**config.mk**
```make
export PLATFORM = sky130hd
export DESIGN_NAME = kfca_ctrl
export DESIGN_NICKNAME = d
export VERILOG_FILES = /design/src/rtl/kfca_pkg.sv /design/src/rtl/kfca_ctrl.sv
export VERILOG_INCLUDE_DIRS = /design/src /design/src/rtl
export SDC_FILE = /design/constraint.sdc
export NUM_CORES = 1
export LEC_CHECK = 0
export ABC_AREA = 1
export ABC_CLOCK_PERIOD_IN_PS = 4800
export BUFFER_PORTS_ARGS = -buffer_cell sky130_fd_sc_hd__clkbuf_2
export CAP_MARGIN = 5
export CORE_MARGIN = 4
export CORE_UTILIZATION = 40
export CTS_BUF_LIST = sky130_fd_sc_hd__clkbuf_8
export CTS_CLUSTER_DIAMETER = 80
export CTS_CLUSTER_SIZE = 28
export DETAILED_ROUTE_END_ITERATION = 8
export PLACE_DENSITY_LB_ADDON = 0.05
export SYNTH_ARGS = -nofsm -noshare
export SYNTH_HDL_FRONTEND = slang
export SYNTH_SLANG_ARGS = --single-unit
```
**constraint.sdc**
```tcl
create_clock -name clk -period 4.8 [get_ports clk]
set_clock_uncertainty 0.05 [all_clocks]
set_input_delay 0.48 -clock clk [delete_from_list [all_inputs] [get_ports clk]]
set_output_delay 0.48 -clock clk [all_outputs]
set_load 0.01 [all_outputs]
```
**src/rtl/kalman_filter_const_accel_core_assert.svh**
```systemverilog
// assertion macros for the kalman filter rtl, used by the sequencer
// expects clk and rst_n in the scope of each use
`ifndef KALMAN_FILTER_CONST_ACCEL_CORE_ASSERT_SVH
`define KALMAN_FILTER_CONST_ACCEL_CORE_ASSERT_SVH
`ifndef SYNTHESIS
// same-cycle implication
`define KFCA_ASSERT_NOW(lbl, ante, cons, msg) \
  lbl: assert property (@(posedge clk) disable iff (!rst_n) (ante) |-> (cons)) \
    else $error(msg);
// next-cycle implication
`define KFCA_ASSERT_NEXT(lbl, ante, cons, msg) \
  lbl: assert property (@(posedge clk) disable iff (!rst_n) (ante) |=> (cons)) \
    else $error(msg);
`else
`define KFCA_ASSERT_NOW(lbl, ante, cons, msg)
`define KFCA_ASSERT_NEXT(lbl, ante, cons, msg)
`endif
`endif

```
**src/rtl/kfca_pkg.sv**
```systemverilog
// types, constants and the operation program of the kalman filter core
// no dependencies
`timescale 1ns / 1ps
package kfca_pkg;

  localparam int WORD_BITS = 32;
  localparam int FRAC_BITS = 16;
  localparam int EXT_BITS  = 2 * WORD_BITS + 2;
  localparam int DVD_BITS  = WORD_BITS + FRAC_BITS;
  localparam int NREG      = 6;
  localparam int REG_W     = 31;
  localparam int RF_DEPTH  = 32;
  localparam int RF_AW     = 5;
  localparam int NOPS      = 82;
  localparam int PC_BITS   = 7;

  // register indexes
  localparam logic [2:0] REG_TIME_STEP = 3'd0;
  localparam logic [2:0] REG_PROC_NOISE = 3'd1;
  localparam logic [2:0] REG_MEAS_NOISE = 3'd2;
  localparam logic [2:0] REG_INIT_POS = 3'd3;
  localparam logic [2:0] REG_INIT_VEL = 3'd4;
  localparam logic [2:0] REG_INIT_ACC = 3'd5;

  localparam logic [REG_W-1:0] RST_TIME_STEP = 31'd6554;
  localparam logic [REG_W-1:0] RST_PROC_NOISE = 31'd1966;
  localparam logic [REG_W-1:0] RST_MEAS_NOISE = 31'd6554;
  localparam logic [REG_W-1:0] RST_INIT_POS = 31'd229376;
  localparam logic [REG_W-1:0] RST_INIT_VEL = 31'd229376;
  localparam logic [REG_W-1:0] RST_INIT_ACC = 31'd983040;

  typedef logic [NREG-1:0][REG_W-1:0] cfg_arr_t;

  typedef struct packed {
    logic signed [WORD_BITS-1:0] measured_accel;
    logic                        restart;
  } in_t;

  typedef struct packed {
    logic signed [WORD_BITS-1:0] est_position;
    logic signed [WORD_BITS-1:0] est_velocity;
    logic signed [WORD_BITS-1:0] est_accel;
    logic                        saturated;
  } out_t;

  // operation codes
  localparam logic [3:0] OP_CLR  = 4'd0;
  localparam logic [3:0] OP_LDC  = 4'd1;
  localparam logic [3:0] OP_LDZ  = 4'd2;
  localparam logic [3:0] OP_MUL  = 4'd3;
  localparam logic [3:0] OP_MULH = 4'd4;
  localparam logic [3:0] OP_ADD  = 4'd5;
  localparam logic [3:0] OP_SUB  = 4'd6;
  localparam logic [3:0] OP_MOV  = 4'd7;
  localparam logic [3:0] OP_DIV  = 4'd8;
  localparam logic [3:0] OP_TST  = 4'd9;

  // run conditions
  localparam logic [1:0] C_ALL = 2'd0;
  localparam logic [1:0] C_RST = 2'd1;
  localparam logic [1:0] C_UPD = 2'd2;

  // scratch file map
  localparam logic [RF_AW-1:0] A_X0 = 5'd0;
  localparam logic [RF_AW-1:0] A_X1 = 5'd1;
  localparam logic [RF_AW-1:0] A_X2 = 5'd2;
  localparam logic [RF_AW-1:0] A_P0 = 5'd3;
  localparam logic [RF_AW-1:0] A_P1 = 5'd4;
  localparam logic [RF_AW-1:0] A_P2 = 5'd5;
  localparam logic [RF_AW-1:0] A_P3 = 5'd6;
  localparam logic [RF_AW-1:0] A_P4 = 5'd7;
  localparam logic [RF_AW-1:0] A_P5 = 5'd8;
  localparam logic [RF_AW-1:0] A_P6 = 5'd9;
  localparam logic [RF_AW-1:0] A_P7 = 5'd10;
  localparam logic [RF_AW-1:0] A_P8 = 5'd11;
  localparam logic [RF_AW-1:0] A_M0 = 5'd12;
  localparam logic [RF_AW-1:0] A_M1 = 5'd13;
  localparam logic [RF_AW-1:0] A_M2 = 5'd14;
  localparam logic [RF_AW-1:0] A_M3 = 5'd15;
  localparam logic [RF_AW-1:0] A_M4 = 5'd16;
  localparam logic [RF_AW-1:0] A_M5 = 5'd17;
  localparam logic [RF_AW-1:0] A_DT = 5'd18;
  localparam logic [RF_AW-1:0] A_HH = 5'd19;
  localparam logic [RF_AW-1:0] A_QN = 5'd20;
  localparam logic [RF_AW-1:0] A_RN = 5'd21;
  localparam logic [RF_AW-1:0] A_ZZ = 5'd22;
  localparam logic [RF_AW-1:0] A_SS = 5'd23;
  localparam logic [RF_AW-1:0] A_YY = 5'd24;
  localparam logic [RF_AW-1:0] A_K0 = 5'd25;
  localparam logic [RF_AW-1:0] A_K1 = 5'd26;
  localparam logic [RF_AW-1:0] A_K2 = 5'd27;
  localparam logic [RF_AW-1:0] A_T0 = 5'd28;
  localparam logic [RF_AW-1:0] A_NONE = 5'd31;

  typedef struct packed {
    logic [1:0]       cond;
    logic [3:0]       op;
    logic [RF_AW-1:0] dst;
    logic [RF_AW-1:0] a;
    logic [RF_AW-1:0] b;
  } uop_t;

  typedef struct packed {
    logic zload;
    logic rd;
    logic ex;
    logic div_start;
    logic wr;
    logic boot;
    uop_t uop;
  } cmd_t;

  typedef struct packed {
    logic div_done;
    logic s_zero;
  } status_t;

  typedef struct packed {
    logic                        sat;
    logic signed [WORD_BITS-1:0] val;
  } clip_t;

  localparam logic signed [EXT_BITS-1:0] W_MAX =
    {{(EXT_BITS - WORD_BITS + 1){1'b0}}, {(WORD_BITS - 1){1'b1}}};
  localparam logic signed [EXT_BITS-1:0] W_MIN = -W_MAX - 1;

  // clip a wide signed value to the word range
  function automatic clip_t clip_w(input logic signed [EXT_BITS-1:0] v);
    clip_t r;
    r.sat = 1'b0;
    r.val = v[WORD_BITS-1:0];
    if (v > W_MAX) begin
      r.sat = 1'b1;
      r.val = W_MAX[WORD_BITS-1:0];
    end else if (v < W_MIN) begin
      r.sat = 1'b1;
      r.val = W_MIN[WORD_BITS-1:0];
    end
    return r;
  endfunction

  function automatic uop_t mk(input logic [1:0] c, input logic [3:0] o,
                              input logic [RF_AW-1:0] d, input logic [RF_AW-1:0] a,
                              input logic [RF_AW-1:0] b);
    uop_t u;
    u.cond = c;
    u.op   = o;
    u.dst  = d;
    u.a    = a;
    u.b    = b;
    return u;
  endfunction

  localparam uop_t NOP_UOP = '{cond: C_ALL, op: OP_TST, dst: A_NONE, a: A_NONE, b: A_NONE};

  // one filter step: restart, predict, covariance propagation, correction
  localparam uop_t PROG [NOPS] = '{
    // restart: clear estimates, diagonal covariance from init registers
    mk(C_RST, OP_CLR, A_X0, A_NONE, A_NONE),
    mk(C_RST, OP_CLR, A_X1, A_NONE, A_NONE),
    mk(C_RST, OP_CLR, A_X2, A_NONE, A_NONE),
    mk(C_RST, OP_CLR, A_P1, A_NONE, A_NONE),
    mk(C_RST, OP_CLR, A_P2, A_NONE, A_NONE),
    mk(C_RST, OP_CLR, A_P3, A_NONE, A_NONE),
    mk(C_RST, OP_CLR, A_P5, A_NONE, A_NONE),
    mk(C_RST, OP_CLR, A_P6, A_NONE, A_NONE),
    mk(C_RST, OP_CLR, A_P7, A_NONE, A_NONE),
    mk(C_RST, OP_LDC, A_P0, 5'(REG_INIT_POS), A_NONE),
    mk(C_RST, OP_LDC, A_P4, 5'(REG_INIT_VEL), A_NONE),
    mk(C_RST, OP_LDC, A_P8, 5'(REG_INIT_ACC), A_NONE),
    // operands
    mk(C_ALL, OP_LDZ, A_ZZ, A_NONE, A_NONE),
    mk(C_ALL, OP_LDC, A_DT, 5'(REG_TIME_STEP), A_NONE),
    mk(C_ALL, OP_LDC, A_QN, 5'(REG_PROC_NOISE), A_NONE),
    mk(C_ALL, OP_LDC, A_RN, 5'(REG_MEAS_NOISE), A_NONE),
    mk(C_ALL, OP_MULH, A_HH, A_DT, A_DT),
    // state predict
    mk(C_ALL, OP_MUL, A_T0, A_DT, A_X1),
    mk(C_ALL, OP_ADD, A_X0, A_X0, A_T0),
    mk(C_ALL, OP_MUL, A_T0, A_HH, A_X2),
    mk(C_ALL, OP_ADD, A_X0, A_X0, A_T0),
    mk(C_ALL, OP_MUL, A_T0, A_DT, A_X2),
    mk(C_ALL, OP_ADD, A_X1, A_X1, A_T0),
    // m = a * p, column 0
    mk(C_ALL, OP_MUL, A_T0, A_DT, A_P3),
    mk(C_ALL, OP_ADD, A_M0, A_P0, A_T0),
    mk(C_ALL, OP_MUL, A_T0, A_HH, A_P6),
    mk(C_ALL, OP_ADD, A_M0, A_M0, A_T0),
    mk(C_ALL, OP_MUL, A_T0, A_DT, A_P6),
    mk(C_ALL, OP_ADD, A_M3, A_P3, A_T0),
    // column 1
    mk(C_ALL, OP_MUL, A_T0, A_DT, A_P4),
    mk(C_ALL, OP_ADD, A_M1, A_P1, A_T0),
    mk(C_ALL, OP_MUL, A_T0, A_HH, A_P7),
    mk(C_ALL, OP_ADD, A_M1, A_M1, A_T0),
    mk(C_ALL, OP_MUL, A_T0, A_DT, A_P7),
    mk(C_ALL, OP_ADD, A_M4, A_P4, A_T0),
    // column 2
    mk(C_ALL, OP_MUL, A_T0, A_DT, A_P5),
    mk(C_ALL, OP_ADD, A_M2, A_P2, A_T0),
    mk(C_ALL, OP_MUL, A_T0, A_HH, A_P8),
    mk(C_ALL, OP_ADD, A_M2, A_M2, A_T0),
    mk(C_ALL, OP_MUL, A_T0, A_DT, A_P8),
    mk(C_ALL, OP_ADD, A_M5, A_P5, A_T0),
    // p = m * a^t, upper triangle
    mk(C_ALL, OP_MUL, A_T0, A_DT, A_M1),
    mk(C_ALL, OP_ADD, A_P0, A_M0, A_T0),
    mk(C_ALL, OP_MUL, A_T0, A_HH, A_M2),
    mk(C_ALL, OP_ADD, A_P0, A_P0, A_T0),
    mk(C_ALL, OP_MUL, A_T0, A_DT, A_M2),
    mk(C_ALL, OP_ADD, A_P1, A_M1, A_T0),
    mk(C_ALL, OP_MOV, A_P2, A_M2, A_NONE),
    mk(C_ALL, OP_MUL, A_T0, A_DT, A_M5),
    mk(C_ALL, OP_ADD, A_P4, A_M4, A_T0),
    mk(C_ALL, OP_MOV, A_P5, A_M5, A_NONE),
    mk(C_ALL, OP_ADD, A_P8, A_P8, A_QN),
    mk(C_ALL, OP_MOV, A_P3, A_P1, A_NONE),
    mk(C_ALL, OP_MOV, A_P6, A_P2, A_NONE),
    mk(C_ALL, OP_MOV, A_P7, A_P5, A_NONE),
    // innovation variance and zero check
    mk(C_ALL, OP_ADD, A_SS, A_P8, A_RN),
    mk(C_ALL, OP_TST, A_NONE, A_SS, A_NONE),
    // gains
    mk(C_UPD, OP_DIV, A_K0, A_P2, A_SS),
    mk(C_UPD, OP_DIV, A_K1, A_P5, A_SS),
    mk(C_UPD, OP_DIV, A_K2, A_P8, A_SS),
    mk(C_UPD, OP_SUB, A_YY, A_ZZ, A_X2),
    // state correction
    mk(C_UPD, OP_MUL, A_T0, A_K0, A_YY),
    mk(C_UPD, OP_ADD, A_X0, A_X0, A_T0),
    mk(C_UPD, OP_MUL, A_T0, A_K1, A_YY),
    mk(C_UPD, OP_ADD, A_X1, A_X1, A_T0),
    mk(C_UPD, OP_MUL, A_T0, A_K2, A_YY),
    mk(C_UPD, OP_ADD, A_X2, A_X2, A_T0),
    // covariance correction, in place, last row read before written
    mk(C_UPD, OP_MUL, A_T0, A_K0, A_P6),
    mk(C_UPD, OP_SUB, A_P0, A_P0, A_T0),
    mk(C_UPD, OP_MUL, A_T0, A_K0, A_P7),
    mk(C_UPD, OP_SUB, A_P1, A_P1, A_T0),
    mk(C_UPD, OP_MUL, A_T0, A_K0, A_P8),
    mk(C_UPD, OP_SUB, A_P2, A_P2, A_T0),
    mk(C_UPD, OP_MUL, A_T0, A_K1, A_P7),
    mk(C_UPD, OP_SUB, A_P4, A_P4, A_T0),
    mk(C_UPD, OP_MUL, A_T0, A_K1, A_P8),
    mk(C_UPD, OP_SUB, A_P5, A_P5, A_T0),
    mk(C_UPD, OP_MUL, A_T0, A_K2, A_P8),
    mk(C_UPD, OP_SUB, A_P8, A_P8, A_T0),
    mk(C_UPD, OP_MOV, A_P3, A_P1, A_NONE),
    mk(C_UPD, OP_MOV, A_P6, A_P2, A_NONE),
    mk(C_UPD, OP_MOV, A_P7, A_P5, A_NONE)
  };

endpackage

```
**src/rtl/kfca_ctrl.sv**
```systemverilog
// sequencer: walks the operation program and drives datapath commands
// depends on kfca_pkg and the assertion header
`timescale 1ns / 1ps
`include "kalman_filter_const_accel_core_assert.svh"
module kfca_ctrl (
  input  logic              clk,
  input  logic              rst_n,
  input  logic              in_valid,
  input  logic              in_restart,
  input  logic              out_free,
  input  kfca_pkg::status_t status,
  output kfca_pkg::cmd_t    cmd,
  output logic              in_stall,
  output logic              out_load
);
  import kfca_pkg::*;

  localparam logic [2:0] S_IDLE  = 3'd0;
  localparam logic [2:0] S_FETCH = 3'd1;
  localparam logic [2:0] S_EXEC  = 3'd2;
  localparam logic [2:0] S_DIV   = 3'd3;
  localparam logic [2:0] S_WR    = 3'd4;
  localparam logic [2:0] S_OUT   = 3'd5;

  logic [2:0]         state_r, state_nxt;
  logic [PC_BITS-1:0] pc_r, pc_nxt;
  logic               rst_flag_r, rst_flag_nxt;
  logic               boot_r, boot_nxt;
  uop_t               uop;
  logic               skip;

  assign uop  = (pc_r < PC_BITS'(NOPS)) ? PROG[pc_r] : NOP_UOP;
  assign skip = ((uop.cond == C_RST) && !rst_flag_r) ||
                ((uop.cond == C_UPD) && status.s_zero);
  assign in_stall = (state_r != S_IDLE);

  // next state and commands
  always_comb begin
    state_nxt     = state_r;
    pc_nxt        = pc_r;
    rst_flag_nxt  = rst_flag_r;
    boot_nxt      = boot_r;
    out_load      = 1'b0;
    cmd           = '0;
    cmd.uop       = uop;
    cmd.boot      = boot_r;
    case (state_r)
      S_IDLE: begin
        if (in_valid) begin
          cmd.zload    = 1'b1;
          pc_nxt       = '0;
          // first step after reset loads the reset covariance itself
          rst_flag_nxt = in_restart || boot_r;
          boot_nxt     = boot_r && !in_restart;
          state_nxt    = S_FETCH;
        end
      end
      S_FETCH: begin
        if (pc_r == PC_BITS'(NOPS)) begin
          state_nxt = S_OUT;
        end else if (skip) begin
          pc_nxt = pc_r + 1'b1;
        end else begin
          cmd.rd    = 1'b1;
          state_nxt = S_EXEC;
        end
      end
      S_EXEC: begin
        cmd.ex = 1'b1;
        if (uop.op == OP_DIV) begin
          cmd.div_start = 1'b1;
          state_nxt     = S_DIV;
        end else begin
          state_nxt = S_WR;
        end
      end
      S_DIV: begin
        if (status.div_done) begin
          state_nxt = S_WR;
        end
      end
      S_WR: begin
        cmd.wr    = 1'b1;
        pc_nxt    = pc_r + 1'b1;
        state_nxt = S_FETCH;
      end
      S_OUT: begin
        if (out_free) begin
          out_load  = 1'b1;
          boot_nxt  = 1'b0;
          state_nxt = S_IDLE;
        end
      end
      default: state_nxt = S_IDLE;
    endcase
  end

  always_ff @(posedge clk) begin
    if (!rst_n) begin
      state_r    <= S_IDLE;
      pc_r       <= '0;
      rst_flag_r <= 1'b0;
      boot_r     <= 1'b1;
    end else begin
      state_r    <= state_nxt;
      pc_r       <= pc_nxt;
      rst_flag_r <= rst_flag_nxt;
      boot_r     <= boot_nxt;
    end
  end

  `KFCA_ASSERT_NOW(a_wr_in_prog, state_r == S_WR, pc_r < PC_BITS'(NOPS), "write past program end")
  `KFCA_ASSERT_NOW(a_div_op, state_r == S_DIV, uop.op == OP_DIV, "divide wait without divide")
  `KFCA_ASSERT_NEXT(a_out_leave, (state_r == S_OUT) && out_free, state_r == S_IDLE, "result not issued")

endmodule

```
==> results.md <==
- # fillers: 681
- Syn Area/Cell: 5.43 µm²
- Most frequent cells in the layout: nand2_1 (123), inv_1 (45), nand3_1 (40)
- Top_reg_cell synth: dfxtp_1
- Startpoint types: flip-flop
- Antenna Nets Post-Route: 0
- Drt total wl: 9940 µm
- Sequential Area: 240 µm²
- FP Rows: 28
- FF-to-FF Start: pc_r[0]
- Dominant cells by area after synthesis: nand2_1 (19%), dfxtp_1 (9.9%), nand3_1 (8.3%)
- Final setup fails: 0
- Syn Nets: 463
- Total track usage: 0.274
- Share of layout cells above drive strength 1: 0.161
- R2r setup slk: 2.22 ns
- Mapped Area: 2420 µm²
- DIE AREA: 7360 µm²
- Hold endpoint: boot_r
- Final Hold Vio Count: 0
- Fin util: 0.448
- Clock-pin slew on the worst setup and hold paths: 0.06 ns
- Clk sinks: 12
- Period minus WS final: 3.40 ns
- Fmax: 294 MHz
- Hold Slack: 0.368 ns
- Seq cells post-synth: 12
- Placed Area: 2580 µm²
- Setup TNS: 0 ns
- Yosys cell types: 38
- Run status: complete, no violations
- Die Ht: 85.8 µm
- CTS buffer count: 3
- Clk root buf: clkbuf_8
- Synth warnings: 0
- Via count: 3259
- Cts hold-fix bufs: 0
- HPWL Detailed: 7640 µm
- Crit Reg-Reg Endpoint: state_r[1]
- Worst-case reg-to-reg path depth: 11
- CTS tree: yes
- Clock buffer depth: 2
- Vias per inst: 6.04
- Critical Path Sink Type: primary output
- Initial core utilization: 0.411
- Routed len/inst: 18.4 µm
- Design area: 2640 µm²
- GPL Wtd Cong: 1.08
- Required @ worst endpoint: 4.27 ns
- Initial antenna violation count: 0
- Multi-input logic area: 1830 µm²
- Area delta synth->final: 9.00%
- DR pass1 iterations: 5
- Worst Path Max Fanout: 22
- Nets: 483
- Number of port buffers: 35
- Clock Latency Late Sink: 0.24 ns
- Drt drc: 0
- Final Max Slew Viols: 0
- Ratio of total power to cell area: 422 nW/µm²
- Post-Layout Cell Count: 540
- Iter 0 DRT Violations: 429
- Max-Slew Margin vs Limit: 0.410
- # H-tree levels: 1
- Tcrit/Tclk final: 0.709
- Register area share after synthesis: 0.0993
- Die W: 85.8 µm
- Worst slew pin tran: 0.883 ns
- Min-delay src: rst_n
- Final worst slack: 1.40 ns
- Number of global-route vias before repair: 3071
- Post-synth EDFFs: 0
- Hold Path Class: primary input to flip-flop
- WP data arrival: 2.87 ns
- WS Path Type: flip-flop to primary output
- Synth top area share: 0.191
- Placed Instances: 536
- Ant diodes: 0
- Grt ovf: 0
- Worst setup path start: pc_r[2]
- RSZ-0062 raised after global routing: no
- Leakage: 1.33 nW
- Post-synth top area cell: nand2_1
- Max-Cap Viols: 0
- Synth Instances: 446
- Hold Path Cell Cnt: 2
- Pin count of the biggest net entering global routing: 35
- Post-cts sizing count: 0
- Io pins: 36
- Pre-CTS WS: 1.74 ns
- Worst vdd ir: 0.284 mV
- Pwr Total: 1.11 mW
- Core Area: 5890 µm²
- First-pass GRT wire length: 16100 µm
- Async SR Flop Fraction: 0
- Post-CTS Setup Repair Bufs: 0
- Most common cell after layout, fill and taps aside: nand2_1
-- worst max-delay path, stage by stage, from the launching register on --
cell and delay [ns]:
dfxtp_1 0.89, inv_2 0.34, nor2_1 0.38, nor2_1 0.11, a21oi_1 0.13, o21ai_0 0.17
o21ai_0 0.32, nand3_1 0.12, clkbuf_2 0.15
-- synth_stat cells, types with 2 or more instances --
library cell,count
inv_1,45
nand2_2,5
xor2_1,4
o211ai_1,11
o2111ai_1,2
nand4_1,8
nor3_1,6
buf_1,2
nor2_1,37
nand2_1,123
o22ai_1,2
ha_1,10
o21ai_1,5
buf_4,6
o21ai_0,35
nand3_1,40
nor2_4,3
dfxtp_1,12
clkbuf_1,5
nor2_2,4
a211oi_1,2
inv_2,10
buf_2,10
o221ai_1,2
a31oi_1,10
buf_6,2
a21oi_1,32
nand3_2,3
-- cells by family after synthesis --
group / share of synthesized area
simple gates: 0.442
compound gates: 0.248
buf+inv: 0.145
flops: 0.0993
fa+ha+maj: 0.0517
xor+xnor: 0.0145
-- worst max path at each step --
stage | end | slack [ns] | cells after the start
floorplan | cmd[13] | 2.57 | 10
global placement | cmd[11] | 1.70 | 9
detailed placement | cmd[11] | 1.74 | 9
CTS | cmd[11] | 1.48 | 9
global route | cmd[8] | 1.20 | 8
finish | cmd[8] | 1.40 | 8
-- where the power goes --
| part | total [mW] | internal (mW) | switching, mW |
|---|---|---|---|
| Sequential | 0.182 | 0.122 | 0.0595 |
| Combinational | 0.819 | 0.239 | 0.579 |
| Clock | 0.111 | 0.0725 | 0.0388 |
-- flip-flops by register name, indices dropped and copies added (netlist names) --
| signal | count |
|---|---|
| boot_r | 1 |
| pc_r | 7 |
| rst_flag_r | 1 |
| state_r | 3 |
-- layout make-up --
type                    instances  share of cell area
multi-input cells             354               0.694
well taps                      75              0.0356
flip-flops and latches         12              0.0911
inverters                      55              0.0783
clock buffers                   4              0.0209
repair buffers                 40              0.0806
-- layer usage --
layer  global-route usage  wire length [µm]  vias to the layer above
li1                     -                 -                     1523
met2                0.456              4580                      253
met4                0.148               502                        0
met3               0.0144               902                       52
met5                    0                 0                        -
met1                0.353              3960                     1431
Power figures use the tool's default switching activity.
