[src/rtl/kalman_filter_const_accel_core_assert.svh]
// assertion macros for the kalman filter rtl, used by the sequencer
// expects clk and rst_n in the scope of each use
`ifndef KALMAN_FILTER_CONST_ACCEL_CORE_ASSERT_SVH
`define KALMAN_FILTER_CONST_ACCEL_CORE_ASSERT_SVH
`ifndef SYNTHESIS
// same-cycle implication
`define KFCA_ASSERT_NOW(lbl, ante, cons, msg) \
  lbl: assert property (@(posedge clk) disable iff (!rst_n) (ante) |-> (cons)) \
    else $error(msg);
// next-cycle implication
`define KFCA_ASSERT_NEXT(lbl, ante, cons, msg) \
  lbl: assert property (@(posedge clk) disable iff (!rst_n) (ante) |=> (cons)) \
    else $error(msg);
`else
`define KFCA_ASSERT_NOW(lbl, ante, cons, msg)
`define KFCA_ASSERT_NEXT(lbl, ante, cons, msg)
`endif
`endif

[src/rtl/kfca_pkg.sv]
// types, constants and the operation program of the kalman filter core
// no dependencies
`timescale 1ns / 1ps
package kfca_pkg;

  localparam int WORD_BITS = 32;
  localparam int FRAC_BITS = 16;
  localparam int EXT_BITS  = 2 * WORD_BITS + 2;
  localparam int DVD_BITS  = WORD_BITS + FRAC_BITS;
  localparam int NREG      = 6;
  localparam int REG_W     = 31;
  localparam int RF_DEPTH  = 32;
  localparam int RF_AW     = 5;
  localparam int NOPS      = 82;
  localparam int PC_BITS   = 7;

  // register indexes
  localparam logic [2:0] REG_TIME_STEP = 3'd0;
  localparam logic [2:0] REG_PROC_NOISE = 3'd1;
  localparam logic [2:0] REG_MEAS_NOISE = 3'd2;
  localparam logic [2:0] REG_INIT_POS = 3'd3;
  localparam logic [2:0] REG_INIT_VEL = 3'd4;
  localparam logic [2:0] REG_INIT_ACC = 3'd5;

  localparam logic [REG_W-1:0] RST_TIME_STEP = 31'd6554;
  localparam logic [REG_W-1:0] RST_PROC_NOISE = 31'd1966;
  localparam logic [REG_W-1:0] RST_MEAS_NOISE = 31'd6554;
  localparam logic [REG_W-1:0] RST_INIT_POS = 31'd229376;
  localparam logic [REG_W-1:0] RST_INIT_VEL = 31'd229376;
  localparam logic [REG_W-1:0] RST_INIT_ACC = 31'd983040;

  typedef logic [NREG-1:0][REG_W-1:0] cfg_arr_t;

  typedef struct packed {
    logic signed [WORD_BITS-1:0] measured_accel;
    logic                        restart;
  } in_t;

  typedef struct packed {
    logic signed [WORD_BITS-1:0] est_position;
    logic signed [WORD_BITS-1:0] est_velocity;
    logic signed [WORD_BITS-1:0] est_accel;
    logic                        saturated;
  } out_t;

  // operation codes
  localparam logic [3:0] OP_CLR  = 4'd0;
  localparam logic [3:0] OP_LDC  = 4'd1;
  localparam logic [3:0] OP_LDZ  = 4'd2;
  localparam logic [3:0] OP_MUL  = 4'd3;
  localparam logic [3:0] OP_MULH = 4'd4;
  localparam logic [3:0] OP_ADD  = 4'd5;
  localparam logic [3:0] OP_SUB  = 4'd6;
  localparam logic [3:0] OP_MOV  = 4'd7;
  localparam logic [3:0] OP_DIV  = 4'd8;
  localparam logic [3:0] OP_TST  = 4'd9;

  // run conditions
  localparam logic [1:0] C_ALL = 2'd0;
  localparam logic [1:0] C_RST = 2'd1;
  localparam logic [1:0] C_UPD = 2'd2;

  // scratch file map
  localparam logic [RF_AW-1:0] A_X0 = 5'd0;
  localparam logic [RF_AW-1:0] A_X1 = 5'd1;
  localparam logic [RF_AW-1:0] A_X2 = 5'd2;
  localparam logic [RF_AW-1:0] A_P0 = 5'd3;
  localparam logic [RF_AW-1:0] A_P1 = 5'd4;
  localparam logic [RF_AW-1:0] A_P2 = 5'd5;
  localparam logic [RF_AW-1:0] A_P3 = 5'd6;
  localparam logic [RF_AW-1:0] A_P4 = 5'd7;
  localparam logic [RF_AW-1:0] A_P5 = 5'd8;
  localparam logic [RF_AW-1:0] A_P6 = 5'd9;
  localparam logic [RF_AW-1:0] A_P7 = 5'd10;
  localparam logic [RF_AW-1:0] A_P8 = 5'd11;
  localparam logic [RF_AW-1:0] A_M0 = 5'd12;
  localparam logic [RF_AW-1:0] A_M1 = 5'd13;
  localparam logic [RF_AW-1:0] A_M2 = 5'd14;
  localparam logic [RF_AW-1:0] A_M3 = 5'd15;
  localparam logic [RF_AW-1:0] A_M4 = 5'd16;
  localparam logic [RF_AW-1:0] A_M5 = 5'd17;
  localparam logic [RF_AW-1:0] A_DT = 5'd18;
  localparam logic [RF_AW-1:0] A_HH = 5'd19;
  localparam logic [RF_AW-1:0] A_QN = 5'd20;
  localparam logic [RF_AW-1:0] A_RN = 5'd21;
  localparam logic [RF_AW-1:0] A_ZZ = 5'd22;
  localparam logic [RF_AW-1:0] A_SS = 5'd23;
  localparam logic [RF_AW-1:0] A_YY = 5'd24;
  localparam logic [RF_AW-1:0] A_K0 = 5'd25;
  localparam logic [RF_AW-1:0] A_K1 = 5'd26;
  localparam logic [RF_AW-1:0] A_K2 = 5'd27;
  localparam logic [RF_AW-1:0] A_T0 = 5'd28;
  localparam logic [RF_AW-1:0] A_NONE = 5'd31;

  typedef struct packed {
    logic [1:0]       cond;
    logic [3:0]       op;
    logic [RF_AW-1:0] dst;
    logic [RF_AW-1:0] a;
    logic [RF_AW-1:0] b;
  } uop_t;

  typedef struct packed {
    logic zload;
    logic rd;
    logic ex;
    logic div_start;
    logic wr;
    logic boot;
    uop_t uop;
  } cmd_t;

  typedef struct packed {
    logic div_done;
    logic s_zero;
  } status_t;

  typedef struct packed {
    logic                        sat;
    logic signed [WORD_BITS-1:0] val;
  } clip_t;

  localparam logic signed [EXT_BITS-1:0] W_MAX =
    {{(EXT_BITS - WORD_BITS + 1){1'b0}}, {(WORD_BITS - 1){1'b1}}};
  localparam logic signed [EXT_BITS-1:0] W_MIN = -W_MAX - 1;

  // clip a wide signed value to the word range
  function automatic clip_t clip_w(input logic signed [EXT_BITS-1:0] v);
    clip_t r;
    r.sat = 1'b0;
    r.val = v[WORD_BITS-1:0];
    if (v > W_MAX) begin
      r.sat = 1'b1;
      r.val = W_MAX[WORD_BITS-1:0];
    end else if (v < W_MIN) begin
      r.sat = 1'b1;
      r.val = W_MIN[WORD_BITS-1:0];
    end
    return r;
  endfunction

  function automatic uop_t mk(input logic [1:0] c, input logic [3:0] o,
                              input logic [RF_AW-1:0] d, input logic [RF_AW-1:0] a,
                              input logic [RF_AW-1:0] b);
    uop_t u;
    u.cond = c;
    u.op   = o;
    u.dst  = d;
    u.a    = a;
    u.b    = b;
    return u;
  endfunction

  localparam uop_t NOP_UOP = '{cond: C_ALL, op: OP_TST, dst: A_NONE, a: A_NONE, b: A_NONE};

  // one filter step: restart, predict, covariance propagation, correction
  localparam uop_t PROG [NOPS] = '{
    // restart: clear estimates, diagonal covariance from init registers
    mk(C_RST, OP_CLR, A_X0, A_NONE, A_NONE),
    mk(C_RST, OP_CLR, A_X1, A_NONE, A_NONE),
    mk(C_RST, OP_CLR, A_X2, A_NONE, A_NONE),
    mk(C_RST, OP_CLR, A_P1, A_NONE, A_NONE),
    mk(C_RST, OP_CLR, A_P2, A_NONE, A_NONE),
    mk(C_RST, OP_CLR, A_P3, A_NONE, A_NONE),
    mk(C_RST, OP_CLR, A_P5, A_NONE, A_NONE),
    mk(C_RST, OP_CLR, A_P6, A_NONE, A_NONE),
    mk(C_RST, OP_CLR, A_P7, A_NONE, A_NONE),
    mk(C_RST, OP_LDC, A_P0, 5'(REG_INIT_POS), A_NONE),
    mk(C_RST, OP_LDC, A_P4, 5'(REG_INIT_VEL), A_NONE),
    mk(C_RST, OP_LDC, A_P8, 5'(REG_INIT_ACC), A_NONE),
    // operands
    mk(C_ALL, OP_LDZ, A_ZZ, A_NONE, A_NONE),
    mk(C_ALL, OP_LDC, A_DT, 5'(REG_TIME_STEP), A_NONE),
    mk(C_ALL, OP_LDC, A_QN, 5'(REG_PROC_NOISE), A_NONE),
    mk(C_ALL, OP_LDC, A_RN, 5'(REG_MEAS_NOISE), A_NONE),
    mk(C_ALL, OP_MULH, A_HH, A_DT, A_DT),
    // state predict
    mk(C_ALL, OP_MUL, A_T0, A_DT, A_X1),
    mk(C_ALL, OP_ADD, A_X0, A_X0, A_T0),
    mk(C_ALL, OP_MUL, A_T0, A_HH, A_X2),
    mk(C_ALL, OP_ADD, A_X0, A_X0, A_T0),
    mk(C_ALL, OP_MUL, A_T0, A_DT, A_X2),
    mk(C_ALL, OP_ADD, A_X1, A_X1, A_T0),
    // m = a * p, column 0
    mk(C_ALL, OP_MUL, A_T0, A_DT, A_P3),
    mk(C_ALL, OP_ADD, A_M0, A_P0, A_T0),
    mk(C_ALL, OP_MUL, A_T0, A_HH, A_P6),
    mk(C_ALL, OP_ADD, A_M0, A_M0, A_T0),
    mk(C_ALL, OP_MUL, A_T0, A_DT, A_P6),
    mk(C_ALL, OP_ADD, A_M3, A_P3, A_T0),
    // column 1
    mk(C_ALL, OP_MUL, A_T0, A_DT, A_P4),
    mk(C_ALL, OP_ADD, A_M1, A_P1, A_T0),
    mk(C_ALL, OP_MUL, A_T0, A_HH, A_P7),
    mk(C_ALL, OP_ADD, A_M1, A_M1, A_T0),
    mk(C_ALL, OP_MUL, A_T0, A_DT, A_P7),
    mk(C_ALL, OP_ADD, A_M4, A_P4, A_T0),
    // column 2
    mk(C_ALL, OP_MUL, A_T0, A_DT, A_P5),
    mk(C_ALL, OP_ADD, A_M2, A_P2, A_T0),
    mk(C_ALL, OP_MUL, A_T0, A_HH, A_P8),
    mk(C_ALL, OP_ADD, A_M2, A_M2, A_T0),
    mk(C_ALL, OP_MUL, A_T0, A_DT, A_P8),
    mk(C_ALL, OP_ADD, A_M5, A_P5, A_T0),
    // p = m * a^t, upper triangle
    mk(C_ALL, OP_MUL, A_T0, A_DT, A_M1),
    mk(C_ALL, OP_ADD, A_P0, A_M0, A_T0),
    mk(C_ALL, OP_MUL, A_T0, A_HH, A_M2),
    mk(C_ALL, OP_ADD, A_P0, A_P0, A_T0),
    mk(C_ALL, OP_MUL, A_T0, A_DT, A_M2),
    mk(C_ALL, OP_ADD, A_P1, A_M1, A_T0),
    mk(C_ALL, OP_MOV, A_P2, A_M2, A_NONE),
    mk(C_ALL, OP_MUL, A_T0, A_DT, A_M5),
    mk(C_ALL, OP_ADD, A_P4, A_M4, A_T0),
    mk(C_ALL, OP_MOV, A_P5, A_M5, A_NONE),
    mk(C_ALL, OP_ADD, A_P8, A_P8, A_QN),
    mk(C_ALL, OP_MOV, A_P3, A_P1, A_NONE),
    mk(C_ALL, OP_MOV, A_P6, A_P2, A_NONE),
    mk(C_ALL, OP_MOV, A_P7, A_P5, A_NONE),
    // innovation variance and zero check
    mk(C_ALL, OP_ADD, A_SS, A_P8, A_RN),
    mk(C_ALL, OP_TST, A_NONE, A_SS, A_NONE),
    // gains
    mk(C_UPD, OP_DIV, A_K0, A_P2, A_SS),
    mk(C_UPD, OP_DIV, A_K1, A_P5, A_SS),
    mk(C_UPD, OP_DIV, A_K2, A_P8, A_SS),
    mk(C_UPD, OP_SUB, A_YY, A_ZZ, A_X2),
    // state correction
    mk(C_UPD, OP_MUL, A_T0, A_K0, A_YY),
    mk(C_UPD, OP_ADD, A_X0, A_X0, A_T0),
    mk(C_UPD, OP_MUL, A_T0, A_K1, A_YY),
    mk(C_UPD, OP_ADD, A_X1, A_X1, A_T0),
    mk(C_UPD, OP_MUL, A_T0, A_K2, A_YY),
    mk(C_UPD, OP_ADD, A_X2, A_X2, A_T0),
    // covariance correction, in place, last row read before written
    mk(C_UPD, OP_MUL, A_T0, A_K0, A_P6),
    mk(C_UPD, OP_SUB, A_P0, A_P0, A_T0),
    mk(C_UPD, OP_MUL, A_T0, A_K0, A_P7),
    mk(C_UPD, OP_SUB, A_P1, A_P1, A_T0),
    mk(C_UPD, OP_MUL, A_T0, A_K0, A_P8),
    mk(C_UPD, OP_SUB, A_P2, A_P2, A_T0),
    mk(C_UPD, OP_MUL, A_T0, A_K1, A_P7),
    mk(C_UPD, OP_SUB, A_P4, A_P4, A_T0),
    mk(C_UPD, OP_MUL, A_T0, A_K1, A_P8),
    mk(C_UPD, OP_SUB, A_P5, A_P5, A_T0),
    mk(C_UPD, OP_MUL, A_T0, A_K2, A_P8),
    mk(C_UPD, OP_SUB, A_P8, A_P8, A_T0),
    mk(C_UPD, OP_MOV, A_P3, A_P1, A_NONE),
    mk(C_UPD, OP_MOV, A_P6, A_P2, A_NONE),
    mk(C_UPD, OP_MOV, A_P7, A_P5, A_NONE)
  };

endpackage

[src/rtl/kfca_ram.sv]
// generic single-write, single-read ram with registered read data
// no dependencies
`timescale 1ns / 1ps
module kfca_ram #(
  parameter int WIDTH = 32,
  parameter int DEPTH = 32
) (
  input  logic                     clk,
  input  logic                     we,
  input  logic [$clog2(DEPTH)-1:0] waddr,
  input  logic [WIDTH-1:0]         wdata,
  input  logic                     re,
  input  logic [$clog2(DEPTH)-1:0] raddr,
  output logic [WIDTH-1:0]         rdata_r
);

  logic [WIDTH-1:0] mem [DEPTH];

  // write port
  always_ff @(posedge clk) begin
    if (we) begin
      mem[waddr] <= wdata;
    end
  end

  // registered read port
  always_ff @(posedge clk) begin
    if (re) begin
      rdata_r <= mem[raddr];
    end
  end

endmodule

[src/rtl/kfca_div.sv]
// restoring divider, one quotient bit per cycle: (|n| << frac) / |d| with sign
// depends on kfca_pkg
`timescale 1ns / 1ps
module kfca_div (
  input  logic                                 clk,
  input  logic                                 rst_n,
  input  logic                                 start,
  input  logic signed [kfca_pkg::WORD_BITS-1:0] num,
  input  logic signed [kfca_pkg::WORD_BITS-1:0] den,
  output logic                                 done_r,
  output logic signed [kfca_pkg::EXT_BITS-1:0]  quot
);
  import kfca_pkg::*;

  localparam int CNT_W = $clog2(DVD_BITS + 1);

  logic [WORD_BITS-1:0] md_r, md_nxt;
  logic [WORD_BITS-1:0] rem_r, rem_nxt;
  logic [DVD_BITS-1:0]  dvd_r, dvd_nxt;
  logic [CNT_W-1:0]     cnt_r, cnt_nxt;
  logic                 neg_r, neg_nxt;
  logic                 done_nxt;
  logic [WORD_BITS:0]   trial;
  logic [WORD_BITS-1:0] mn;
  logic signed [EXT_BITS-1:0] qw;

  assign mn    = num[WORD_BITS-1] ? WORD_BITS'(-num) : WORD_BITS'(num);
  assign trial = {rem_r, dvd_r[DVD_BITS-1]};
  assign qw    = EXT_BITS'(dvd_r);
  assign quot  = neg_r ? -qw : qw;

  // iteration
  always_comb begin
    md_nxt   = md_r;
    rem_nxt  = rem_r;
    dvd_nxt  = dvd_r;
    cnt_nxt  = cnt_r;
    neg_nxt  = neg_r;
    done_nxt = 1'b0;
    if (start) begin
      md_nxt  = den[WORD_BITS-1] ? WORD_BITS'(-den) : WORD_BITS'(den);
      rem_nxt = '0;
      dvd_nxt = {mn, {FRAC_BITS{1'b0}}};
      cnt_nxt = CNT_W'(DVD_BITS);
      neg_nxt = num[WORD_BITS-1] ^ den[WORD_BITS-1];
    end else if (cnt_r != '0) begin
      if (trial >= {1'b0, md_r}) begin
        rem_nxt = WORD_BITS'(trial - {1'b0, md_r});
        dvd_nxt = {dvd_r[DVD_BITS-2:0], 1'b1};
      end else begin
        rem_nxt = trial[WORD_BITS-1:0];
        dvd_nxt = {dvd_r[DVD_BITS-2:0], 1'b0};
      end
      cnt_nxt  = cnt_r - 1'b1;
      done_nxt = (cnt_r == CNT_W'(1));
    end
  end

  always_ff @(posedge clk) begin
    if (!rst_n) begin
      cnt_r  <= '0;
      done_r <= 1'b0;
    end else begin
      cnt_r  <= cnt_nxt;
      done_r <= done_nxt;
    end
  end

  always_ff @(posedge clk) begin
    md_r  <= md_nxt;
    rem_r <= rem_nxt;
    dvd_r <= dvd_nxt;
    neg_r <= neg_nxt;
  end

endmodule

[src/rtl/kfca_datapath.sv]
// datapath: scratch file in two ram copies, shared multiplier, adder, divider
// depends on kfca_pkg, kfca_ram, kfca_div
`timescale 1ns / 1ps
module kfca_datapath (
  input  logic                                  clk,
  input  logic                                  rst_n,
  input  kfca_pkg::cmd_t                        cmd,
  input  kfca_pkg::cfg_arr_t                    cfg,
  input  logic signed [kfca_pkg::WORD_BITS-1:0] in_z,
  output kfca_pkg::status_t                     status,
  output kfca_pkg::out_t                        result
);
  import kfca_pkg::*;

  logic [WORD_BITS-1:0]         ra, rb;
  logic                         we;
  logic [WORD_BITS-1:0]         wdata;
  logic [WORD_BITS-1:0]         mag_a, mag_b;
  logic [2*WORD_BITS-1:0]       prod_r;
  logic                         neg_r;
  logic signed [WORD_BITS+1:0]  sum_r;
  logic signed [WORD_BITS-1:0]  a_r;
  logic signed [WORD_BITS-1:0]  z_r;
  logic signed [WORD_BITS-1:0]  est_r [3];
  logic                         sat_r, sat_nxt;
  logic                         szero_r, szero_nxt;
  logic                         div_done;
  logic signed [EXT_BITS-1:0]   div_q;
  logic [2*WORD_BITS:0]         rnd;
  logic signed [EXT_BITS-1:0]   mq, mres;
  clip_t                        cl;
  logic                         use_clip;
  logic [REG_W-1:0]             cfg_val;

  // two copies give two read ports
  kfca_ram #(.WIDTH(WORD_BITS), .DEPTH(RF_DEPTH)) u_ram_a (
    .clk(clk), .we(we), .waddr(cmd.uop.dst), .wdata(wdata),
    .re(cmd.rd), .raddr(cmd.uop.a), .rdata_r(ra)
  );
  kfca_ram #(.WIDTH(WORD_BITS), .DEPTH(RF_DEPTH)) u_ram_b (
    .clk(clk), .we(we), .waddr(cmd.uop.dst), .wdata(wdata),
    .re(cmd.rd), .raddr(cmd.uop.b), .rdata_r(rb)
  );

  kfca_div u_div (
    .clk(clk), .rst_n(rst_n), .start(cmd.div_start),
    .num(signed'(ra)), .den(signed'(rb)), .done_r(div_done), .quot(div_q)
  );

  // execute stage: magnitude product and sum
  assign mag_a = ra[WORD_BITS-1] ? WORD_BITS'(-ra) : ra;
  assign mag_b = rb[WORD_BITS-1] ? WORD_BITS'(-rb) : rb;

  always_ff @(posedge clk) begin
    if (cmd.ex) begin
      prod_r <= mag_a * mag_b;
      neg_r  <= ra[WORD_BITS-1] ^ rb[WORD_BITS-1];
      a_r    <= signed'(ra);
      if (cmd.uop.op == OP_SUB) begin
        sum_r <= (WORD_BITS+2)'(signed'(ra)) - (WORD_BITS+2)'(signed'(rb));
      end else begin
        sum_r <= (WORD_BITS+2)'(signed'(ra)) + (WORD_BITS+2)'(signed'(rb));
      end
    end
    if (cmd.zload) begin
      z_r <= in_z;
    end
  end

  // round to nearest, ties away from zero, then sign
  always_comb begin
    rnd = {1'b0, prod_r};
    if (cmd.uop.op == OP_MULH) begin
      rnd = rnd + ((2*WORD_BITS+1)'(1) << FRAC_BITS);
      mq  = EXT_BITS'(rnd >> (FRAC_BITS + 1));
    end else begin
      rnd = rnd + ((2*WORD_BITS+1)'(1) << (FRAC_BITS - 1));
      mq  = EXT_BITS'(rnd >> FRAC_BITS);
    end
    mres = neg_r ? -mq : mq;
  end

  // write stage result select, first step after reset uses the reset covariance
  always_comb begin
    cfg_val  = '0;
    case (cmd.uop.a[2:0])
      REG_TIME_STEP:  cfg_val = cfg[0];
      REG_PROC_NOISE: cfg_val = cfg[1];
      REG_MEAS_NOISE: cfg_val = cfg[2];
      REG_INIT_POS:   cfg_val = cmd.boot ? RST_INIT_POS : cfg[3];
      REG_INIT_VEL:   cfg_val = cmd.boot ? RST_INIT_VEL : cfg[4];
      REG_INIT_ACC:   cfg_val = cmd.boot ? RST_INIT_ACC : cfg[5];
      default:        cfg_val = '0;
    endcase
    use_clip = 1'b0;
    cl       = clip_w(EXT_BITS'(sum_r));
    wdata    = '0;
    case (cmd.uop.op)
      OP_CLR:  wdata = '0;
      OP_LDC:  wdata = WORD_BITS'(cfg_val);
      OP_LDZ:  wdata = z_r;
      OP_MOV:  wdata = a_r;
      OP_MUL, OP_MULH: begin
        cl       = clip_w(mres);
        use_clip = 1'b1;
        wdata    = cl.val;
      end
      OP_ADD, OP_SUB: begin
        use_clip = 1'b1;
        wdata    = cl.val;
      end
      OP_DIV: begin
        cl       = clip_w(div_q);
        use_clip = 1'b1;
        wdata    = cl.val;
      end
      default: wdata = '0;
    endcase
    we = cmd.wr && (cmd.uop.op != OP_TST);
  end

  // saturation and zero-divisor flags
  always_comb begin
    sat_nxt   = sat_r;
    szero_nxt = szero_r;
    if (cmd.zload) begin
      sat_nxt = 1'b0;
    end else if (cmd.wr) begin
      if (use_clip && cl.sat) begin
        sat_nxt = 1'b1;
      end
      if (cmd.uop.op == OP_TST) begin
        szero_nxt = (a_r == '0);
        if (a_r == '0) begin
          sat_nxt = 1'b1;
        end
      end
    end
  end

  always_ff @(posedge clk) begin
    if (!rst_n) begin
      sat_r   <= 1'b0;
      szero_r <= 1'b0;
    end else begin
      sat_r   <= sat_nxt;
      szero_r <= szero_nxt;
    end
  end

  // shadow copies of the estimates for the result beat
  always_ff @(posedge clk) begin
    if (!rst_n) begin
      est_r[0] <= '0;
      est_r[1] <= '0;
      est_r[2] <= '0;
    end else if (we) begin
      case (cmd.uop.dst)
        A_X0:    est_r[0] <= signed'(wdata);
        A_X1:    est_r[1] <= signed'(wdata);
        A_X2:    est_r[2] <= signed'(wdata);
        default: ;
      endcase
    end
  end

  assign status.div_done    = div_done;
  assign status.s_zero      = szero_r;
  assign result.est_position = est_r[0];
  assign result.est_velocity = est_r[1];
  assign result.est_accel    = est_r[2];
  assign result.saturated    = sat_r;

endmodule

[config.mk]
export PLATFORM = sky130hd
export DESIGN_NAME = kfca_datapath
export DESIGN_NICKNAME = d
export VERILOG_FILES = /design/src/rtl/kalman_filter_const_accel_core_assert.svh /design/src/rtl/kfca_pkg.sv /design/src/rtl/kfca_ram.sv /design/src/rtl/kfca_div.sv /design/src/rtl/kfca_datapath.sv
export SDC_FILE = /design/constraint.sdc
export NUM_CORES = 2
export LEC_CHECK = 0
export ABC_AREA = 0
export BUFFER_PORTS_ARGS = -buffer_cell sky130_fd_sc_hd__buf_2
export CAP_MARGIN = 20
export CORE_ASPECT_RATIO = 0.75
export CORE_MARGIN = 4
export CORE_UTILIZATION = 39
export CTS_BUF_LIST = sky130_fd_sc_hd__clkbuf_8
export CTS_CLUSTER_DIAMETER = 50
export DETAILED_ROUTE_END_ITERATION = 8
export GPL_ROUTABILITY_DRIVEN = 0
export SETUP_SLACK_MARGIN = 0.02
export SYNTH_ARGS = -nofsm -noshare
export SYNTH_HDL_FRONTEND = slang
export SYNTH_SLANG_ARGS = --single-unit
[constraint.sdc]
create_clock -name clk -period 29.9 [get_ports clk]
set_input_delay 0 -clock clk [delete_from_list [all_inputs] [get_ports clk]]
set_output_delay 0 -clock clk [all_outputs]
set_load 0.05 [all_outputs]
==> metrics.txt <==
R2R Setup Slk=15.95 ns; IO buf count=343; routed vias=76900; first-pass GRT wire length=537000 um; layout cells sized above 1=19.8%; min-delay src=cfg[51]; Via-to-Cell Ratio=roughly 6.1; Synth Area in XOR/XNOR=2.80%; Synth area leaders=edfxtp_1 (39%), fa_1 (17%), mux4_2 (14%); final count of pins violating max slew=0; 1st-iter DRT viols=11400; FMAX=71.7 MHz; Final Hold Vio Count=0; total global routing overflow=0; Synth Area in Adders=about a fifth; multi-input logic area=0.0588 mm2; GRT Resource Usage Total=between 20% and 30%; area grow syn2layout=12.3%; hold path cells=7; cell class contributing the biggest share of worst-path delay=adder cells; setup tns final=0 ns; filler cell count=24400; setup bufs post-CTS=0; WP depth=40; crit path time final=13.95 ns; Root Buffer=clkbuf_8; worst-margin pin slew=1.22 ns; row count=165; CTS buffer count=roughly 240; worst r2r src=u_ram_b.rdata_r[0]$_DFFE_PP_; r2r endpoint=prod_r[62]$_DFFE_PP_; relative slew slack=18.7%; DPL Wire Length=258000 um; Routed WL=between 300000 and 400000 um; Core Footprint=0.270 mm2; DIE HEIGHT=460 um; H-tree levels=4; largest family of logic cells by synthesized area=adder cells; worst skew pair latency=1.06 ns; Worst-path clk slew=about 0.060 ns; CP Data Arrival Time=between 10 and 15 ns; period utilisation layout=46.7%; Detail Route Antenna Nets=0; post-synthesis mux area share=15.2%; asr flop ratio synth=0%; Worst path slowest cell=clkinv_1; class of the worst hold path=input pin to flop; mapped cell area=roughly 0.11 mm2; vias in the first global route=76300; crit path capture type=flop; number of synthesized register bits=around 1500; area occupied by registers=0.0431 mm2; CTS Sinks=1453; largest net degree at the start of global routing=117; Synth area leader=edfxtp_1; worst setup path class=flop to flop; Main synth FF type=edfxtp_1; Pre-antenna DRT Iters=8; R2R cell count=40; Seq/Total Area, Yosys=40.5%; Max FO, Critical Path=25; CP max stage delay=0.75 ns; critical path startpoint category=flop; die span in x=between 600 and 700 um; Post-synth EDFFs=1396; Initial Utilization=roughly two fifths; Final #Nets=10400; # DRC=0; RSZ-0062 raised after global routing=false; final setup violation count=0; CP bufs+invs=7; die footprint=between 0.2 and 0.3 mm2; complex-gate fraction of the synthesized area=5.78%; most frequent CP cell=fa_1; clk_skew=0.117 ns; Yosys warning count=0; CTS tree=built; WHS Endpoint=u_ram_b.mem[5][20]$_DFFE_PP_; Mapped Nets=between 9000 and 10000; Synth Area in Simple Gates=9.28%; synth unique cells=99; Max Root-Sink Buffers=4; initial antenna violation count=26; Boundary Pins=346; Resized Gates After CTS=0; Worst Path Required=30.59 ns; Max Cap Viol=0; average wire per standard cell=roughly 29 um; Syn Inst Count=roughly 8500; status=complete, no violations; Synth top cells by count=edfxtp_1 (1396), inv_1 (1032), fa_1 (897); share of Yosys cell area claimed by the top area cell type=39.4%; Avg Cell Area, Syn=12.5 um2; most frequent cell after synthesis=edfxtp_1
## cell type report
class	count	area share, %
Clock inverter	192	1.01
Sequential cell	1453	36.1
Antenna cell	13	0.0273
Tap cell	3590	3.76
Clock buffer	244	2.81
Inverter	1047	3.29
Multi-Input combinational cell	5502	49.2
Timing Repair Buffer	656	3.77
## worst register-to-register path, delay by kind of cell, from the launching register on
family | cells | cell delay (ns)
fa+ha+maj | 10 | 4.87
simple gates | 11 | 3.04
xor+xnor | 2 | 0.31
flops | 1 | 0.37
compound gates | 10 | 2.84
buf+inv | 7 | 2.23
## per-layer routing
layer | up-vias | part of all wire (%) | wire [um] | global-route usage, %
met3 | 921 | 14 | 52700 | 8.62
met2 | 5502 | 42 | 157000 | 37.3
met4 | 14 | 5.0 | 18800 | 11.2
met5 | - | 0.040 | 148 | 0.154
li1 | 31100 | - | - | -
met1 | 39300 | 39 | 145000 | 36.6
## through the flow
step                area, um2  setup slack (ns)  utilization (%)  hold slack [ns]  std cells
floorplan              106000             18.65                -           0.0989       8513
CTS                    119000             16.28             44.0           0.0233      12700
global route           119000             15.46             44.1          0.00500      12700
finish                 119000             15.95             44.1           0.0578      12700
global placement       114000             16.50             42.0            0.180      12100
detailed placement     114000             16.34             42.0            0.180      12100
## cell usage in the layout, fill, tap and decap left out, types with 27 or more instances in the layout
cell type	n
buf_4	217
a22oi_1	38
dfxtp_1	57
a21oi_1	206
nand3_1	75
clkinv_2	46
o311ai_4	27
or4_1	30
o2111ai_1	30
fa_1	897
nand4_1	63
xnor2_1	145
or3_1	33
nor2_1	784
o21a_1	30
edfxtp_1	1396
xor2_1	139
a21o_1	48
mux2i_1	89
inv_1	1093
and2_1	47
nor2b_1	34
nand2b_1	50
mux4_2	640
mux2_2	74
o22ai_1	35
o31ai_1	50
nor3_1	90
nor4_1	75
ha_1	333
clkbuf_8	244
nand2_1	783
o21ai_0	185
buf_2	330
dlygate4sd3_1	86
clkinv_1	74
nor2_4	34
## flip-flops by register name, indices dropped and copies added, names as in the netlist, 6 cells and up
register and flops:
a_r 32, est_r 96, prod_r 49, sum_r 33
u_div.cnt_r 6, u_div.dvd_r 48, u_div.md_r 32, u_div.rem_r 32
u_ram_a.mem 128, u_ram_a.rdata_r 32, u_ram_b.mem 896, u_ram_b.rdata_r 32
z_r 32
## worst max path at each step
stage	from	endpoint	slack [ns]
after floorplan	u_ram_b.rdata_r[0]$_DFFE_PP_	prod_r[62]$_DFFE_PP_	18.65
after global placement	u_ram_b.rdata_r[0]$_DFFE_PP_	prod_r[62]$_DFFE_PP_	16.50
after detailed placement	u_ram_b.rdata_r[0]$_DFFE_PP_	prod_r[62]$_DFFE_PP_	16.34
after CTS	u_ram_b.rdata_r[0]$_DFFE_PP_	prod_r[62]$_DFFE_PP_	16.28
after global routing	u_ram_b.rdata_r[0]$_DFFE_PP_	prod_r[62]$_DFFE_PP_	15.46
final	u_ram_b.rdata_r[0]$_DFFE_PP_	prod_r[62]$_DFFE_PP_	15.95
## cells by family after synthesis
family,after synthesis
AND/OR/NAND/NOR,2215
buffers and inverters,1558
flip-flops,1453
adder cells (fa/ha/maj),1230
AO/OA/AOI/OAI,912
multiplexers,805
XOR/XNOR,340
## timing repair
| action | CTS | global route |
|---|---|---|
| hold buffers | 86 | 0 |
| setup endpoints to repair | 0 | 0 |
| endpoints found under the hold margin | 571 | 0 |
Power is not shown: default switching activity piles up to over one toggle a cycle in this logic, so the estimate is an artifact.
